**src/hdl/tcpq_pkg.sv**
```systemverilog
// shared types and codes for the two-class priority queue
package tcpq_pkg;

   // field widths fixed by the item format
   localparam int DATA_W = 32;
   localparam int OCC_W  = 5;
   localparam int MODE_W = 2;
   localparam int STAT_W = 2;

   // operation carried by an input item
   typedef enum logic [MODE_W-1:0] {
      MODE_PLAIN = 2'd0,
      MODE_PRIO  = 2'd1,
      MODE_POP   = 2'd2,
      MODE_NOP   = 2'd3
   } tcpq_mode_type;

   // result status codes
   typedef enum logic [STAT_W-1:0] {
      STAT_OK    = 2'd0,
      STAT_EMPTY = 2'd1,
      STAT_FULL  = 2'd2
   } tcpq_stat_type;

   // cell row update applied when an item finishes
   typedef enum logic [1:0] {
      OP_NONE    = 2'd0,
      OP_TAIL    = 2'd1,
      OP_AT_SCAN = 2'd2,
      OP_POP     = 2'd3
   } tcpq_op_type;

   // controller states
   typedef enum logic [1:0] {
      ST_IDLE   = 2'd0,
      ST_DECODE = 2'd1,
      ST_SCAN   = 2'd2
   } tcpq_state_type;

   // commands from controller to datapath
   typedef struct packed {
      logic          load;
      logic          scan_step;
      logic          finish;
      tcpq_op_type   op;
      tcpq_stat_type rsp_status;
   } tcpq_cmd_type;

   // status from datapath to controller
   typedef struct packed {
      tcpq_mode_type mode;
      logic          full;
      logic          empty;
      logic          item_urgent;
      logic          scan_stop;
      logic          out_busy;
   } tcpq_status_type;

endpackage

```
**src/hdl/tcpq_datapath.sv**
```systemverilog
// cell row, threshold register, run scan and result register
module tcpq_datapath
   import tcpq_pkg::*;
#(
   parameter int QUEUE_DEPTH = 16
) (
   input  logic                clock,
   input  logic                reset,
   input  logic                csr_wr_en,
   input  logic [DATA_W-1:0]   csr_wr_data,
   input  logic [MODE_W-1:0]   req_mode,
   input  logic [DATA_W-1:0]   req_value,
   input  logic                rsp_tready,
   output logic                rsp_valid,
   output logic                rsp_flag,
   output logic [DATA_W-1:0]   rsp_value,
   output logic [STAT_W-1:0]   rsp_status,
   output logic [OCC_W-1:0]    rsp_occ,
   input  tcpq_cmd_type        cmd,
   output tcpq_status_type     stat
);

   localparam int CNT_W = $clog2(QUEUE_DEPTH + 1);
   localparam int IDX_W = $clog2(QUEUE_DEPTH);

   logic [DATA_W-1:0]      cell_ff [QUEUE_DEPTH];
   logic [DATA_W-1:0]      cell_in [QUEUE_DEPTH];
   logic [QUEUE_DEPTH-1:0] flag_ff;
   logic [CNT_W-1:0]       count_ff;
   logic [CNT_W-1:0]       count_in;
   logic [IDX_W-1:0]       scan_ff;
   logic [DATA_W-1:0]      thresh_ff;
   tcpq_mode_type          mode_ff;
   logic [DATA_W-1:0]      value_ff;
   logic [CNT_W-1:0]       pos;
   logic [CNT_W+OCC_W-1:0] occ_wide;

   logic                   rsp_valid_ff;
   logic                   rsp_flag_ff;
   logic [DATA_W-1:0]      rsp_value_ff;
   logic [STAT_W-1:0]      rsp_status_ff;
   logic [OCC_W-1:0]       rsp_occ_ff;

   // threshold register
   always_ff @(posedge clock) begin
      if (reset) begin
         thresh_ff <= DATA_W'(60);
      end else if (csr_wr_en) begin
         thresh_ff <= csr_wr_data;
      end
   end

   // latched item, per-cell urgency flags and scan index
   always_ff @(posedge clock) begin
      if (cmd.load) begin
         mode_ff  <= tcpq_mode_type'(req_mode);
         value_ff <= req_value;
         scan_ff  <= '0;
         for (int i = 0; i < QUEUE_DEPTH; i++) begin
            flag_ff[i] <= $signed(cell_ff[i]) >= $signed(thresh_ff);
         end
      end else if (cmd.scan_step) begin
         scan_ff <= scan_ff + IDX_W'(1);
      end
   end

   // insert position
   assign pos = (cmd.op == OP_AT_SCAN) ? CNT_W'(scan_ff) : count_ff;

   // per-cell next value: shift up behind the insert slot, or shift down on pop
   for (genvar g = 0; g < QUEUE_DEPTH; g++) begin : g_cell
      always_comb begin
         cell_in[g] = cell_ff[g];
         if (cmd.finish) begin
            unique case (cmd.op)
               OP_TAIL, OP_AT_SCAN: begin
                  if (CNT_W'(g) == pos) begin
                     cell_in[g] = value_ff;
                  end else if ((g > 0) && (CNT_W'(g) > pos) && (CNT_W'(g) <= count_ff)) begin
                     cell_in[g] = cell_ff[(g > 0) ? g - 1 : 0];
                  end
               end
               OP_POP: begin
                  if (g < QUEUE_DEPTH - 1) begin
                     cell_in[g] = cell_ff[(g < QUEUE_DEPTH - 1) ? g + 1 : g];
                  end
               end
               default: begin
                  cell_in[g] = cell_ff[g];
               end
            endcase
         end
      end

      always_ff @(posedge clock) begin
         cell_ff[g] <= cell_in[g];
      end
   end

   // entry count
   always_comb begin
      count_in = count_ff;
      if (cmd.finish) begin
         unique case (cmd.op)
            OP_TAIL, OP_AT_SCAN: count_in = count_ff + CNT_W'(1);
            OP_POP:              count_in = count_ff - CNT_W'(1);
            default:             count_in = count_ff;
         endcase
      end
   end

   always_ff @(posedge clock) begin
      if (reset) begin
         count_ff <= '0;
      end else begin
         count_ff <= count_in;
      end
   end

   // occupancy reported modulo 32
   assign occ_wide = {{OCC_W{1'b0}}, count_in};

   // result register
   always_ff @(posedge clock) begin
      if (reset) begin
         rsp_valid_ff <= 1'b0;
      end else if (cmd.finish) begin
         rsp_valid_ff <= 1'b1;
      end else if (rsp_tready) begin
         rsp_valid_ff <= 1'b0;
      end
   end

   always_ff @(posedge clock) begin
      if (cmd.finish) begin
         rsp_flag_ff   <= (cmd.op == OP_POP);
         rsp_value_ff  <= (cmd.op == OP_POP) ? cell_ff[0] : '0;
         rsp_status_ff <= cmd.rsp_status;
         rsp_occ_ff    <= occ_wide[OCC_W-1:0];
      end
   end

   assign rsp_valid  = rsp_valid_ff;
   assign rsp_flag   = rsp_flag_ff;
   assign rsp_value  = rsp_value_ff;
   assign rsp_status = rsp_status_ff;
   assign rsp_occ    = rsp_occ_ff;

   // status to controller
   always_comb begin
      stat.mode        = mode_ff;
      stat.full        = (count_ff == CNT_W'(QUEUE_DEPTH));
      stat.empty       = (count_ff == '0);
      stat.item_urgent = $signed(value_ff) >= $signed(thresh_ff);
      stat.scan_stop   = (CNT_W'(scan_ff) == count_ff) || !flag_ff[scan_ff];
      stat.out_busy    = rsp_valid_ff && !rsp_tready;
   end

endmodule

```
**src/hdl/tcpq_ctrl.sv**
```systemverilog
// controller state machine: decode, urgent-run scan and finish
module tcpq_ctrl
   import tcpq_pkg::*;
(
   input  logic            clock,
   input  logic            reset,
   input  logic            req_tvalid,
   output logic            req_tready,
   output tcpq_cmd_type    cmd,
   input  tcpq_status_type stat
);

   tcpq_state_type state_ff;
   tcpq_state_type state_in;

   // state register
   always_ff @(posedge clock) begin
      if (reset) begin
         state_ff <= ST_IDLE;
      end else begin
         state_ff <= state_in;
      end
   end

   // next state and commands
   always_comb begin
      state_in       = state_ff;
      req_tready     = 1'b0;
      cmd.load       = 1'b0;
      cmd.scan_step  = 1'b0;
      cmd.finish     = 1'b0;
      cmd.op         = OP_NONE;
      cmd.rsp_status = STAT_OK;
      unique case (state_ff)
         ST_IDLE: begin
            req_tready = 1'b1;
            if (req_tvalid) begin
               cmd.load = 1'b1;
               state_in = ST_DECODE;
            end
         end
         ST_DECODE: begin
            if ((stat.mode == MODE_PRIO) && !stat.full && stat.item_urgent) begin
               state_in = ST_SCAN;
            end else if (!stat.out_busy) begin
               cmd.finish = 1'b1;
               state_in   = ST_IDLE;
               unique case (stat.mode)
                  MODE_PLAIN, MODE_PRIO: begin
                     if (stat.full) begin
                        cmd.rsp_status = STAT_FULL;
                     end else begin
                        cmd.op = OP_TAIL;
                     end
                  end
                  MODE_POP: begin
                     if (stat.empty) begin
                        cmd.rsp_status = STAT_EMPTY;
                     end else begin
                        cmd.op = OP_POP;
                     end
                  end
                  default: begin
                     cmd.op = OP_NONE;
                  end
               endcase
            end
         end
         ST_SCAN: begin
            if (!stat.scan_stop) begin
               cmd.scan_step = 1'b1;
            end else if (!stat.out_busy) begin
               cmd.finish = 1'b1;
               cmd.op     = OP_AT_SCAN;
               state_in   = ST_IDLE;
            end
         end
         default: begin
            state_in = ST_IDLE;
         end
      endcase
   end

endmodule

```
**src/hdl/two_class_priority_queue_top.sv**
```systemverilog
// top level of the two-class priority queue
// A bounded ordered queue of signed 32-bit values held in a row of shifting
// cells. Each item is a plain enqueue at the tail, a priority-aware enqueue
// (a value at or above urgent_threshold goes right after the leading run of
// urgent entries, other values go to the tail), or a dequeue of the head; each
// item yields exactly one result with status and occupancy. One item is in
// work at a time. An item passes through acceptance and a decode state to its
// result; an urgent priority-aware enqueue goes on from decode to a scan state,
// where the controller walks the leading urgent run one cell per cycle,
// comparing the latched per-cell urgency flags. A new item is taken in the cycle
// after a result is written. A result waits in an output register; while it is
// not taken, the next item is accepted and then holds before finishing.
module two_class_priority_queue_top
   import tcpq_pkg::*;
#(
   parameter int QUEUE_DEPTH = 16
) (
   input  logic        clock,
   input  logic        reset,
   input  logic        csr_wr_en,
   input  logic [31:0] csr_wr_data,   // urgent_threshold
   input  logic        req_tvalid,
   output logic        req_tready,
   input  logic [31:0] req_tdata,     // [31:0] item_value
   input  logic [1:0]  req_tuser,     // [1:0] mode
   output logic        rsp_tvalid,
   input  logic        rsp_tready,
   output logic [39:0] rsp_tdata,     // [31:0] out_value, [36:32] occupancy, zero fill
   output logic [2:0]  rsp_tuser      // [0] out_valid, [2:1] status
);

   tcpq_cmd_type      cmd;
   tcpq_status_type   stat;
   logic              rsp_flag;
   logic [DATA_W-1:0] rsp_value;
   logic [STAT_W-1:0] rsp_status;
   logic [OCC_W-1:0]  rsp_occ;

   // controller
   tcpq_ctrl u_ctrl (
      .clock      (clock),
      .reset      (reset),
      .req_tvalid (req_tvalid),
      .req_tready (req_tready),
      .cmd        (cmd),
      .stat       (stat)
   );

   // datapath
   tcpq_datapath #(
      .QUEUE_DEPTH (QUEUE_DEPTH)
   ) u_datapath (
      .clock       (clock),
      .reset       (reset),
      .csr_wr_en   (csr_wr_en),
      .csr_wr_data (csr_wr_data),
      .req_mode    (req_tuser),
      .req_value   (req_tdata),
      .rsp_tready  (rsp_tready),
      .rsp_valid   (rsp_tvalid),
      .rsp_flag    (rsp_flag),
      .rsp_value   (rsp_value),
      .rsp_status  (rsp_status),
      .rsp_occ     (rsp_occ),
      .cmd         (cmd),
      .stat        (stat)
   );

   // result packing
   assign rsp_tdata = {3'b000, rsp_occ, rsp_value};
   assign rsp_tuser = {rsp_status, rsp_flag};

endmodule
```
**config.mk**
```make
export PLATFORM = sky130hd
export DESIGN_NAME = two_class_priority_queue_top
export DESIGN_NICKNAME = d
export VERILOG_FILES = /design/src/hdl/tcpq_pkg.sv /design/src/hdl/tcpq_datapath.sv /design/src/hdl/tcpq_ctrl.sv /design/src/hdl/two_class_priority_queue_top.sv
export SDC_FILE = /design/constraint.sdc
export NUM_CORES = 2
export LEC_CHECK = 0
export ABC_AREA = 0
export BUFFER_PORTS_ARGS = -buffer_cell sky130_fd_sc_hd__buf_2
export CAP_MARGIN = 10
export CORE_ASPECT_RATIO = 1.2
export CORE_MARGIN = 5
export CORE_UTILIZATION = 45
export CTS_CLUSTER_DIAMETER = 150
export DETAILED_ROUTE_END_ITERATION = 16
export PLACE_DENSITY = 0.6
export SYNTH_ARGS = -nofsm -noshare
export SYNTH_HDL_FRONTEND = slang
export SYNTH_SLANG_ARGS = --single-unit
export TNS_END_PERCENT = 50
```
**constraint.sdc**
```tcl
create_clock -name clock -period 9.2 [get_ports clock]
set_input_delay 1.84 -clock clock [delete_from_list [all_inputs] [get_ports clock]]
set_output_delay 1.84 -clock clock [all_outputs]
set_load 0.05 [all_outputs]
```
==> impl_results.md <==
* Status: completed
* Layout Skew at 21.8 ps
* Post-CTS Setup Inserts at 0
* Initial Util at 45.3%
* Num CTS Buffers at 75
* Root buffer cell: clkbuf_16
* Clock sinks at ~650
* Compound-Gate Fraction of Synth Area at between 10% and 20%
* Hold Worst Slack at 491 ps
* Via density at 5.81
* Final Cycle Share at a little under 80%
* VDD IR max at ~0.12 mV
* Core Area at about 95000 um2
* Filler cells at 8601
* Max-cap violations at 0
* Post-layout util at between 50% and 60%
* Total negative slack at 0 ps
* Top cell type's share of synthesized area at between 40% and 50%
* PwrDens at approximately 150 nW/um2
* Multiplexer share of the synthesized area at 13.2%
* Final Hold Fails at 0
* Worst-Margin Slew at about 1100 ps
* Fin nets at between 4000 and 5000
* CP max stage delay at 990 ps
* Wire per inst at ~23 um
* WL final at approximately 120000 um
* Dominant cell type by area after synthesis: edfxtp_1
* RSZ-0062 raised after global routing: false
* Yosys warnings at 0
* Tot GR Track Use at approximately a quarter
* Placed Instances at 5275
* Grt total ovfl at 0
* Layout cells sized above 1 at between 10% and 20%
* Hold buffer count at cts at 0
* Antenna cell count at 0
* Top post-synthesis cells by area: edfxtp_1 (42%), ha_1 (16%), mux2i_1 (11%), o21ai_0 (6.2%), nand2_1 (4.6%)
* Area grow syn2layout at 10.8%
* Post-Synth Simple-Gate Area at 10.5%
* WP data arrival at approximately 7500 ps
* Max Slew Vio Count at 0
* Syn Std Cell Area at 43100 um2
* CP max FO at 34
* Crit. End Element: flop
* Pre-antenna DRT Iters at 5
* Via count at 31500
* Initial antenna violation count at 0
* CP most frequent cell: inv_1
* Row count at ~120
* Top-count cell post-synth: edfxtp_1
* Buffers on Ports at roughly 110
* Hold WC Path Type: reg2reg
* Critical Path Source Type: flop
* Clk_lat worst skew at 640 ps
* Post-Synth Adder-Cell Area at roughly 16%
* FMAX at 139 MHz
* #FFs+latches synth at 646
* H-tree Lvls at 3
* Mapped Cells at 4029
* EDFF count, synth at ~600
* Post-DP HPWL at 92100 um
* Max Root-Sink Buffers at 3
* Ys flop type: edfxtp_1
* First-pass GRT wire length at 188000 um
* Die width at 292 um
* Synth unique cells at 69
* Non-filler cells, final at ~5400
* Slowest CP cell: nor4_1
* Min Clock Period, post-route at around 7200 ps
* DRC at 0
* Synth Area in XOR/XNOR at less than 1%
* RePlAce Congestion at 0.933
* CTS tree: yes
* I/O pin total at between 100 and 150
* Vias in the first global route at roughly 31000
* Leakage at around 19 nW
* Worst path cell trace: inv_1, ha_1, nand4_1, nor4_1, o41a_1, nor4_1, buf_4, nor2_1, nor3_1, inv_1, ha_1, mux2i_1, inv_1, nor2_1, nand2_2, a21oi_4, buf_4
* Critical path type: reg2reg
* Async S/R FF share, synth at 0%
* Post-synth top cells: edfxtp_1 (602), ha_1 (557), o21ai_0 (534)
* Slew margin rel. at 24.8%
* Pin count of the biggest net entering global routing at ~240
* Die area at ~100000 um2
* Synth Area per Inst at ~11 um2
* CTS resizes at 0
* Combinational family with the most area after synthesis: adder cells
* Die height at ~350 um
* Setup violators final at 0
* Initial DRC count at 2407
* Final ANT Viol Nets at 0
* Register area share after synthesis at around 44%
* Worst path required time at ~9500 ps
* CTS clock-pin slew for the worst setup and hold paths at approximately 60 ps
-- area by class of cell --
| cell class | instances | area (um2) | area share, % |
|---|---|---|---|
| multi-input combinational | 3102 | 23200 | 48.7 |
| sequential | 646 | 19000 | 39.7 |
| clock buffer | 105 | 2080 | 4.36 |
| tap | 1260 | 1580 | 3.30 |
| timing repair buffer | 199 | 1250 | 2.62 |
| clock inverter | 32 | 365 | 0.765 |
| inverter | 68 | 255 | 0.535 |
-- sequential cells by signal, indices dropped and copies added (netlist names) --
register               flops
u_datapath.cell_ff       512
u_datapath.rsp_value      32
u_datapath.thresh_ff      32
u_datapath.value_ff       32
u_datapath.flag_ff        16
u_datapath.count_ff        5
u_datapath.rsp_occ         5
u_datapath.scan_ff         4
u_ctrl.state_ff            2
u_datapath.mode_ff         2
u_datapath.rsp_status      2
u_datapath.rsp_flag        1
u_datapath.rsp_valid       1
-- layout by cell type, fill, tap and decap left out, types with 23 or more instances in the layout --
cell / n
edfxtp_1: 602
ha_1: 556
o21ai_0: 534
nand2_1: 522
mux2i_1: 473
a21o_1: 145
a21oi_1: 144
nor2_1: 131
nand4_1: 119
buf_2: 112
buf_4: 84
clkbuf_16: 77
mux2_2: 71
inv_1: 64
dfxtp_1: 44
nand3_1: 42
nor2b_1: 36
o21a_1: 35
and2_1: 35
nor4_1: 23
clkbuf_1: 23
-- worst paths after layout --
check             cells past startpoint  slack [ps]                     start                         to
setup reg to reg                     17        2030  u_datapath.thresh_ff[31]  u_datapath.cell_ff[5][12]
setup / recovery                     17        2030  u_datapath.thresh_ff[31]  u_datapath.cell_ff[5][12]
hold reg to reg                       2         490  u_datapath.thresh_ff[13]   u_datapath.thresh_ff[13]
hold / removal                        2         490  u_datapath.thresh_ff[13]   u_datapath.thresh_ff[13]
-- cell families after synthesis --
logic type                 count (synthesis)
other                                      1
AOI/OAI and AO/OA                        989
adders and majority gates                557
muxes                                    552
DFF                                      646
xor gates and xnor gates                   7
and+or+nand+nor                          994
buffers and inverters                    283
-- report_power, final --
part	total [W]	internal (W)	switching (W)
Combinational	0.000617	0.000223	0.000394
Sequential	0.00325	0.00322	0.0000303
Clock	0.00306	0.00178	0.00128
-- metal layers --
layer / up-vias / routed length [um] / global-route usage, %
li1: 15400 / - / -
met1: 15100 / 54100 / 31.4
met2: 821 / 58100 / 39.1
met3: 193 / 5250 / 2.19
met4: 0 / 5340 / 9.94
met5: - / 0 / 0
-- critical path: cells and delay by family (launching register included) --
family	cells	cell delay [ps]
buf+inv	5	1120
compound gates	2	830
simple gates	7	2630
mux	1	670
fa+ha+maj	2	1160
flops	1	340
-- per-stage QoR --
stage / instance area [um2] / setup slack [ps] / power, W
floorplan: 43100 / 2780 / 0.00370
global placement: 45300 / 2110 / 0.00392
detailed placement: 45300 / 1980 / 0.00393
CTS: 47700 / 1980 / 0.00701
global route: 47700 / 1530 / 0.00718
finish: 47700 / 2030 / 0.00693
Note: power is estimated with default switching activity, not from simulation.
